File: src/sv/sli_pkg.sv
package sli_pkg;

    localparam int VALUE_W = 32;
    localparam int ENTRY_W = 5;

    localparam logic ACT_INSERT = 1'b0;
    localparam logic ACT_REMOVE = 1'b1;

    typedef struct packed {
        logic                       action;
        logic signed [VALUE_W-1:0]  value;
    } in_item_t;

    typedef struct packed {
        logic                       ok;
        logic [ENTRY_W-1:0]         entry_count;
        logic signed [VALUE_W-1:0]  smallest;
        logic                       smallest_valid;
    } out_item_t;

    typedef enum logic [2:0] {
        ST_IDLE,
        ST_INS,
        ST_INS_HEAD,
        ST_REM,
        ST_DONE
    } state_t;

    // signed order compare on raw bit patterns
    function automatic logic key_ge(input logic [VALUE_W-1:0] a,
                                    input logic [VALUE_W-1:0] b);
        logic [VALUE_W-1:0] ka;
        logic [VALUE_W-1:0] kb;
        ka = {~a[VALUE_W-1], a[VALUE_W-2:0]};
        kb = {~b[VALUE_W-1], b[VALUE_W-2:0]};
        return ka >= kb;
    endfunction

endpackage

File: src/sv/sli_mem.sv
module sli_mem #(
    parameter int DEPTH = 16,
    parameter int AW    = 4
) (
    input  logic                              clk,
    input  logic                              we,
    input  logic [AW-1:0]                     waddr,
    input  logic [sli_pkg::VALUE_W-1:0]       wdata,
    input  logic [AW-1:0]                     raddr,
    output logic [sli_pkg::VALUE_W-1:0]       rdata
);

    logic [sli_pkg::VALUE_W-1:0] mem [DEPTH];
    logic [sli_pkg::VALUE_W-1:0] rdata_reg;

    always_ff @(posedge clk)
    begin
        if (we)
        begin
            mem[waddr] <= wdata;
        end
    end

    always_ff @(posedge clk)
    begin
        rdata_reg <= mem[raddr];
    end

    assign rdata = rdata_reg;

endmodule

File: src/sv/sli_seq.sv
module sli_seq #(
    parameter int DEPTH = 16,
    parameter int AW    = 4,
    parameter int CW    = 5
) (
    input  logic                              clk,
    input  logic                              rst_n,
    input  logic                              start,
    input  sli_pkg::in_item_t                 item,
    input  logic                              res_free,
    output logic                              idle,
    output logic                              res_valid,
    output sli_pkg::out_item_t                res,
    output logic                              mem_we,
    output logic [AW-1:0]                     mem_waddr,
    output logic [sli_pkg::VALUE_W-1:0]       mem_wdata,
    output logic [AW-1:0]                     mem_raddr,
    input  logic [sli_pkg::VALUE_W-1:0]       mem_rdata
);

    sli_pkg::state_t                 state_reg, state_next;
    logic [CW-1:0]                   count_reg, count_next;
    logic [AW-1:0]                   idx_reg, idx_next;
    logic [sli_pkg::VALUE_W-1:0]     val_reg, val_next;
    logic [sli_pkg::VALUE_W-1:0]     smallest_reg, smallest_next;
    logic                            found_reg, found_next;
    logic                            ok_reg, ok_next;

    logic                            is_full;
    logic                            is_empty;
    logic                            rd_ge;
    logic                            hit;
    logic                            last;

    assign is_full  = (count_reg == CW'(DEPTH));
    assign is_empty = (count_reg == '0);
    assign rd_ge    = sli_pkg::key_ge(mem_rdata, val_reg);
    assign hit      = !found_reg && (mem_rdata == val_reg);
    assign last     = ((CW'(idx_reg) + 1'b1) == count_reg);

    always_ff @(posedge clk or negedge rst_n)
    begin
        if (!rst_n)
        begin
            state_reg <= sli_pkg::ST_IDLE;
            count_reg <= '0;
            found_reg <= 1'b0;
            ok_reg    <= 1'b0;
        end
        else
        begin
            state_reg <= state_next;
            count_reg <= count_next;
            found_reg <= found_next;
            ok_reg    <= ok_next;
        end
    end

    always_ff @(posedge clk)
    begin
        idx_reg      <= idx_next;
        val_reg      <= val_next;
        smallest_reg <= smallest_next;
    end

    // next state
    always_comb
    begin
        state_next = state_reg;
        unique case (state_reg)
            sli_pkg::ST_IDLE:
            begin
                if (start)
                begin
                    if (item.action == sli_pkg::ACT_INSERT)
                    begin
                        state_next = (is_full || is_empty) ? sli_pkg::ST_DONE
                                                           : sli_pkg::ST_INS;
                    end
                    else
                    begin
                        state_next = is_empty ? sli_pkg::ST_DONE : sli_pkg::ST_REM;
                    end
                end
            end
            sli_pkg::ST_INS:
            begin
                if (!rd_ge)
                begin
                    state_next = sli_pkg::ST_DONE;
                end
                else if (idx_reg == '0)
                begin
                    state_next = sli_pkg::ST_INS_HEAD;
                end
            end
            sli_pkg::ST_INS_HEAD:
            begin
                state_next = sli_pkg::ST_DONE;
            end
            sli_pkg::ST_REM:
            begin
                if (last)
                begin
                    state_next = sli_pkg::ST_DONE;
                end
            end
            sli_pkg::ST_DONE:
            begin
                if (res_free)
                begin
                    state_next = sli_pkg::ST_IDLE;
                end
            end
            default:
            begin
                state_next = sli_pkg::ST_IDLE;
            end
        endcase
    end

    // datapath and memory control
    always_comb
    begin
        count_next    = count_reg;
        idx_next      = idx_reg;
        val_next      = val_reg;
        smallest_next = smallest_reg;
        found_next    = found_reg;
        ok_next       = ok_reg;
        mem_we        = 1'b0;
        mem_waddr     = idx_reg;
        mem_wdata     = val_reg;
        mem_raddr     = idx_reg;
        res_valid     = 1'b0;
        unique case (state_reg)
            sli_pkg::ST_IDLE:
            begin
                if (start)
                begin
                    val_next   = item.value;
                    found_next = 1'b0;
                    if (item.action == sli_pkg::ACT_INSERT)
                    begin
                        if (is_full)
                        begin
                            ok_next = 1'b0;
                        end
                        else if (is_empty)
                        begin
                            // first entry goes straight to the head
                            mem_we        = 1'b1;
                            mem_waddr     = '0;
                            mem_wdata     = item.value;
                            count_next    = CW'(1);
                            smallest_next = item.value;
                            ok_next       = 1'b1;
                        end
                        else
                        begin
                            // walk down from the tail
                            idx_next  = AW'(count_reg - 1'b1);
                            mem_raddr = AW'(count_reg - 1'b1);
                        end
                    end
                    else
                    begin
                        if (is_empty)
                        begin
                            ok_next = 1'b0;
                        end
                        else
                        begin
                            idx_next  = '0;
                            mem_raddr = '0;
                        end
                    end
                end
            end
            sli_pkg::ST_INS:
            begin
                mem_we    = 1'b1;
                mem_waddr = idx_reg + 1'b1;
                if (rd_ge)
                begin
                    // entry moves up one slot
                    mem_wdata = mem_rdata;
                    idx_next  = idx_reg - 1'b1;
                    mem_raddr = idx_reg - 1'b1;
                end
                else
                begin
                    mem_wdata  = val_reg;
                    count_next = count_reg + 1'b1;
                    ok_next    = 1'b1;
                    if (!sli_pkg::key_ge(val_reg, smallest_reg))
                    begin
                        smallest_next = val_reg;
                    end
                end
            end
            sli_pkg::ST_INS_HEAD:
            begin
                mem_we        = 1'b1;
                mem_waddr     = '0;
                mem_wdata     = val_reg;
                count_next    = count_reg + 1'b1;
                ok_next       = 1'b1;
                smallest_next = val_reg;
            end
            sli_pkg::ST_REM:
            begin
                found_next = found_reg || hit;
                if (found_reg)
                begin
                    // close the gap behind the removed entry
                    mem_we    = 1'b1;
                    mem_waddr = idx_reg - 1'b1;
                    mem_wdata = mem_rdata;
                    if (idx_reg == AW'(1))
                    begin
                        smallest_next = mem_rdata;
                    end
                end
                if (last)
                begin
                    ok_next = found_reg || hit;
                    if (found_reg || hit)
                    begin
                        count_next = count_reg - 1'b1;
                    end
                end
                else
                begin
                    idx_next  = idx_reg + 1'b1;
                    mem_raddr = idx_reg + 1'b1;
                end
            end
            sli_pkg::ST_DONE:
            begin
                res_valid = res_free;
            end
            default:
            begin
                res_valid = 1'b0;
            end
        endcase
    end

    assign idle               = (state_reg == sli_pkg::ST_IDLE);
    assign res.ok             = ok_reg;
    assign res.entry_count    = sli_pkg::ENTRY_W'(count_reg);
    assign res.smallest       = is_empty ? '0 : smallest_reg;
    assign res.smallest_valid = !is_empty;

endmodule

File: src/sv/sorted_list_insert_remove.sv
// sorted store of up to DEPTH signed 32-bit values in ascending order, duplicates
// allowed, kept in one single-port-write, registered-read memory. each input
// transaction either inserts a value at its sorted place or removes one occurrence
// of it, and produces exactly one result transaction: success, the entry count
// afterwards (modulo 32) and the smallest stored value with a valid flag (smallest
// reads zero when empty). one operation is handled at a time and the memory is
// walked one entry per cycle: an insert reads from the tail down to the insertion
// point, and an insert at the head finishes by writing the head slot; a remove
// scans from the head to the tail; a failed insert into a full store, an insert
// into an empty store and a remove from an empty store go straight to the
// result. the memory needs no clearing after reset
// since only the first count entries are ever read. the result sits in an output
// register, so the next transaction is taken while the previous result still waits
module sorted_list_insert_remove #(
    parameter int DEPTH = 16
) (
    input  logic                  clk,
    input  logic                  rst_n,
    input  logic                  in_valid,
    output logic                  in_ready,
    input  sli_pkg::in_item_t     in_data,
    output logic                  out_valid,
    input  logic                  out_ready,
    output sli_pkg::out_item_t    out_data
);

    // address covers the entries, count must also hold DEPTH itself
    localparam int AW = $clog2(DEPTH);
    localparam int CW = $clog2(DEPTH + 1);

    logic                            seq_idle;
    logic                            start;
    logic                            res_free;
    logic                            res_valid;
    sli_pkg::out_item_t              res;

    logic                            mem_we;
    logic [AW-1:0]                   mem_waddr;
    logic [sli_pkg::VALUE_W-1:0]     mem_wdata;
    logic [AW-1:0]                   mem_raddr;
    logic [sli_pkg::VALUE_W-1:0]     mem_rdata;

    logic                            out_valid_reg, out_valid_next;
    sli_pkg::out_item_t              out_data_reg, out_data_next;

    // accept only while the sequencer is idle
    assign in_ready = seq_idle;
    assign start    = in_valid && seq_idle;

    // output slot is free when empty or being drained this cycle
    assign res_free = !out_valid_reg || out_ready;

    sli_seq #(
        .DEPTH (DEPTH),
        .AW    (AW),
        .CW    (CW)
    ) u_seq (
        .clk       (clk),
        .rst_n     (rst_n),
        .start     (start),
        .item      (in_data),
        .res_free  (res_free),
        .idle      (seq_idle),
        .res_valid (res_valid),
        .res       (res),
        .mem_we    (mem_we),
        .mem_waddr (mem_waddr),
        .mem_wdata (mem_wdata),
        .mem_raddr (mem_raddr),
        .mem_rdata (mem_rdata)
    );

    // the walk always writes a different slot from the one it reads,
    // so read and write in the same cycle never collide
    sli_mem #(
        .DEPTH (DEPTH),
        .AW    (AW)
    ) u_mem (
        .clk   (clk),
        .we    (mem_we),
        .waddr (mem_waddr),
        .wdata (mem_wdata),
        .raddr (mem_raddr),
        .rdata (mem_rdata)
    );

    // output register
    always_comb
    begin
        out_valid_next = out_valid_reg;
        out_data_next  = out_data_reg;
        if (res_valid)
        begin
            out_valid_next = 1'b1;
            out_data_next  = res;
        end
        else if (out_ready)
        begin
            out_valid_next = 1'b0;
        end
    end

    always_ff @(posedge clk or negedge rst_n)
    begin
        if (!rst_n)
        begin
            out_valid_reg <= 1'b0;
        end
        else
        begin
            out_valid_reg <= out_valid_next;
        end
    end

    always_ff @(posedge clk)
    begin
        out_data_reg <= out_data_next;
    end

    assign out_valid = out_valid_reg;
    assign out_data  = out_data_reg;

endmodule
File: config.mk
export PLATFORM = sky130hd
export DESIGN_NAME = sorted_list_insert_remove
export DESIGN_NICKNAME = d
export VERILOG_FILES = /design/src/sv/sli_pkg.sv /design/src/sv/sli_mem.sv /design/src/sv/sli_seq.sv /design/src/sv/sorted_list_insert_remove.sv
export SDC_FILE = /design/constraint.sdc
export NUM_CORES = 1
export LEC_CHECK = 0
export ABC_CLOCK_PERIOD_IN_PS = 12050
export BUFFER_PORTS_ARGS = -buffer_cell sky130_fd_sc_hd__buf_4
export CAP_MARGIN = 40
export CORE_MARGIN = 2
export CORE_UTILIZATION = 60
export DETAILED_ROUTE_END_ITERATION = 16
export PLACE_DENSITY_LB_ADDON = 0.12
export REMOVE_ABC_BUFFERS = 1
export SLEW_MARGIN = 25
export SYNTH_ARGS = -nofsm -noshare
export SYNTH_HDL_FRONTEND = slang
export SYNTH_SLANG_ARGS = --single-unit
File: constraint.sdc
create_clock -name clk -period 12.05 [get_ports clk]
set_clock_uncertainty 0.1 [all_clocks]
set_input_delay 1.8075 -clock clk [delete_from_list [all_inputs] [get_ports clk]]
set_output_delay 1.8075 -clock clk [all_outputs]
set_load 0.01 [all_outputs]
==> metrics.txt <==
run status=complete, no violations; leak pwr=0.01204 µW; unrepaired setup endpoints after global routing=false; router iterations before antenna repair=6; Max transition margin=0.2999; GP Congestion=0.9574; Max Buffers Root-to-Sink=3; max FFs per register=512; CTS sink cnt=662; Peak VDD IR=0.2339 mV; Critical Path End Type=flop; initial drt markers=2,628; TritonCTS clock tree=built; hold crit path type=flop to flop; number of global-route vias before repair=19.10k; IO Port Bufs=77; wire per inst=27.32 µm; Antenna diodes=0; FF-to-FF Start=u_seq.val_reg[15]; core area=47,650 µm²; Cell Area, Synth=28,890 µm²; Max Cap Viol=0; area of placed instances=30,270 µm²; CP Launch Type=flop; root buffer cell=clkbuf_16; Rows=80; Worst Hold End=out_data[38]; synth unique cells=67; max-slew violations=0; global-route wire length before repair=120,800 µm; starting density of the core=0.6064; initial antenna violation count=0; dpl hpwl=45,210 µm; Crit Reg-Reg Endpoint=u_mem.rdata[31]; worst-case reg-to-reg path depth=14; pin count of the biggest net entering global routing=209; Synth Flop Type=edfxtp_1; total grt overflow=0; final worst setup slack=6150 ps; top post-synthesis cells by area=edfxtp_1, nand2_1, a311oi_1, a211oi_1, ha_1; shortest period the worst path allows=5900 ps; Vias/cell=6.657; Filler Cell Count=3,306; # Post-CTS Setup Buffers=0; width of the die=223.4 µm; post-route cell area=32,650 µm²; cts bufs inserted=69; sequential share of the synthesized area=0.6737; via count=19.96k; Yosys reg bits=662; final setup vio count=0; Post-CTS Resized=0; Worst Path Required=12,410 ps; full die area=49,920 µm²; CTS Hold Bufs=0; Fin Setup TNS=0 ps; IO Pins=78; Reg area=19,460 µm²; final-stage net count=2,433; Worst Path Max Fanout=72; clk_lat worst skew=620 ps; Final ANT Viol Nets=0; Die Span Y=223.4 µm; # H-tree levels=3; async set or reset register ratio after synthesis=0.01662; WL final=81,890 µm; CTS clk-pin slew, worst paths=60 ps; Yosys top cell area share=0.6392; R2R Setup Slk=6150 ps; Gate Count Post-Synth=2,291; Post-synth EDFFs=615; min-delay src=u_seq.ok_reg; Critical Path AT=6260 ps; Slew @ Worst Pin=1050 ps; Yosys top cell by area=edfxtp_1; Final period util=0.4896; layout cells sized above 1=0.1146; power density over the cells=291.3 nW/µm²; WS Path Type=flop to flop; drc violations=0; YS warnings=0; fmax=0.1695 GHz; total track usage=0.3290; Area Growth Syn to Fin=13.00%; Avg Cell Area, Syn=12.61 µm²; hold path depth=0; final hold viol count=0; Multi-input gate area=8152 µm²; Place WS=6138 ps
[cell usage after synthesis, types with 6 or more instances]
| master | number |
|---|---|
| nand2_1 | 394 |
| and3_1 | 6 |
| a21oi_1 | 36 |
| buf_2 | 41 |
| a31oi_1 | 133 |
| a311oi_1 | 128 |
| a211oi_1 | 132 |
| dfxtp_1 | 36 |
| mux2i_1 | 33 |
| a21o_1 | 22 |
| edfxtp_1 | 615 |
| nor3_1 | 6 |
| o21ai_0 | 45 |
| nand2b_1 | 12 |
| nor2_1 | 72 |
| ha_1 | 69 |
| buf_1 | 10 |
| nand3_1 | 7 |
| dfrtp_1 | 11 |
| a22oi_1 | 33 |
| or4_1 | 33 |
| nand4_1 | 16 |
| clkbuf_1 | 105 |
| inv_1 | 209 |
[where the power goes]
part           switching, µW  leakage [µW]  internal, µW  total (µW)
logic                   2670       0.00486          1110        3780
clock network            886       0.00115          1300        2180
registers                232       0.00604          3310        3540
[cell usage in the layout (no fill, tap or decap), types with 33 or more instances in the layout]
cell,count
a211oi_1,132
a21oi_1,35
a22oi_1,33
a311oi_1,128
a31oi_1,133
buf_4,115
clkbuf_16,73
dfxtp_1,36
edfxtp_1,615
ha_1,69
inv_1,208
mux2i_1,33
nand2_1,394
nor2_1,56
o21ai_0,44
or4_1,33
[through the flow]
stage               cells  total power [µW]  hold slack [ps]  utilization
CTS                  2995              9438            361.5       0.6843
finish               2998              9510            359.5       0.6852
floorplan            2129              5911            324.8            -
detailed placement   2868              7259            347.8       0.6353
global route         2998              9923            383.5       0.6852
global placement     2858              7093            336.7       0.6305
[routing by layer]
| metal | GRT usage | vias up | wire [µm] | part of all wire |
|---|---|---|---|---|
| met2 | 0.5096 | 1176 | 37800 | 0.46 |
| met5 | 0 | - | 0 | 0 |
| li1 | - | 8736 | - | - |
| met1 | 0.4694 | 9856 | 33240 | 0.41 |
| met4 | 0.1267 | 0 | 2833 | 0.035 |
| met3 | 0.05900 | 189 | 8025 | 0.098 |
[worst max-delay path by stage]
stage                      start                to  cells after the start
3_5_place_dp            in_valid  u_mem.mem[3][10]                     11
6_report       u_seq.val_reg[15]   u_mem.rdata[31]                     14
4_1_cts        u_seq.val_reg[15]   u_mem.rdata[31]                     14
2_1_floorplan        in_data[32]    u_mem.rdata[0]                      8
5_1_grt        u_seq.val_reg[15]   u_mem.rdata[31]                     14
3_3_place_gp   u_seq.val_reg[14]   u_mem.rdata[11]                     13
[logic make-up after synthesis]
kind of cell / synth area share
AOI/OAI and AO/OA: 0.1456
xor gates and xnor gates: 0.002728
adders and majority gates: 0.02988
buffers and inverters: 0.05141
DFF: 0.6737
muxes: 0.01182
and+or+nand+nor: 0.08484
[worst max-delay path, cell delays in order, from the launching register on]
cell      delay [ps]
edfxtp_1         410
inv_1             70
ha_1             300
nand4_1          290
nor4_2           380
buf_4            210
nor4b_2          400
o31ai_2          240
mux2_4           820
and3_4           750
inv_6            380
buf_4            460
nand2_1          150
a311oi_1         110
or4_1            550
[cell type report]
type / count / area share
clock inverters: 29 / 0.009812
flip-flops and latches: 662 / 0.5962
well taps: 615 / 0.02357
repair buffers: 127 / 0.03480
multi-input cells: 1257 / 0.2497
clock buffers: 98 / 0.06159
inverters: 210 / 0.02430
No activity file was read; power rests on OpenSTA's default activity.
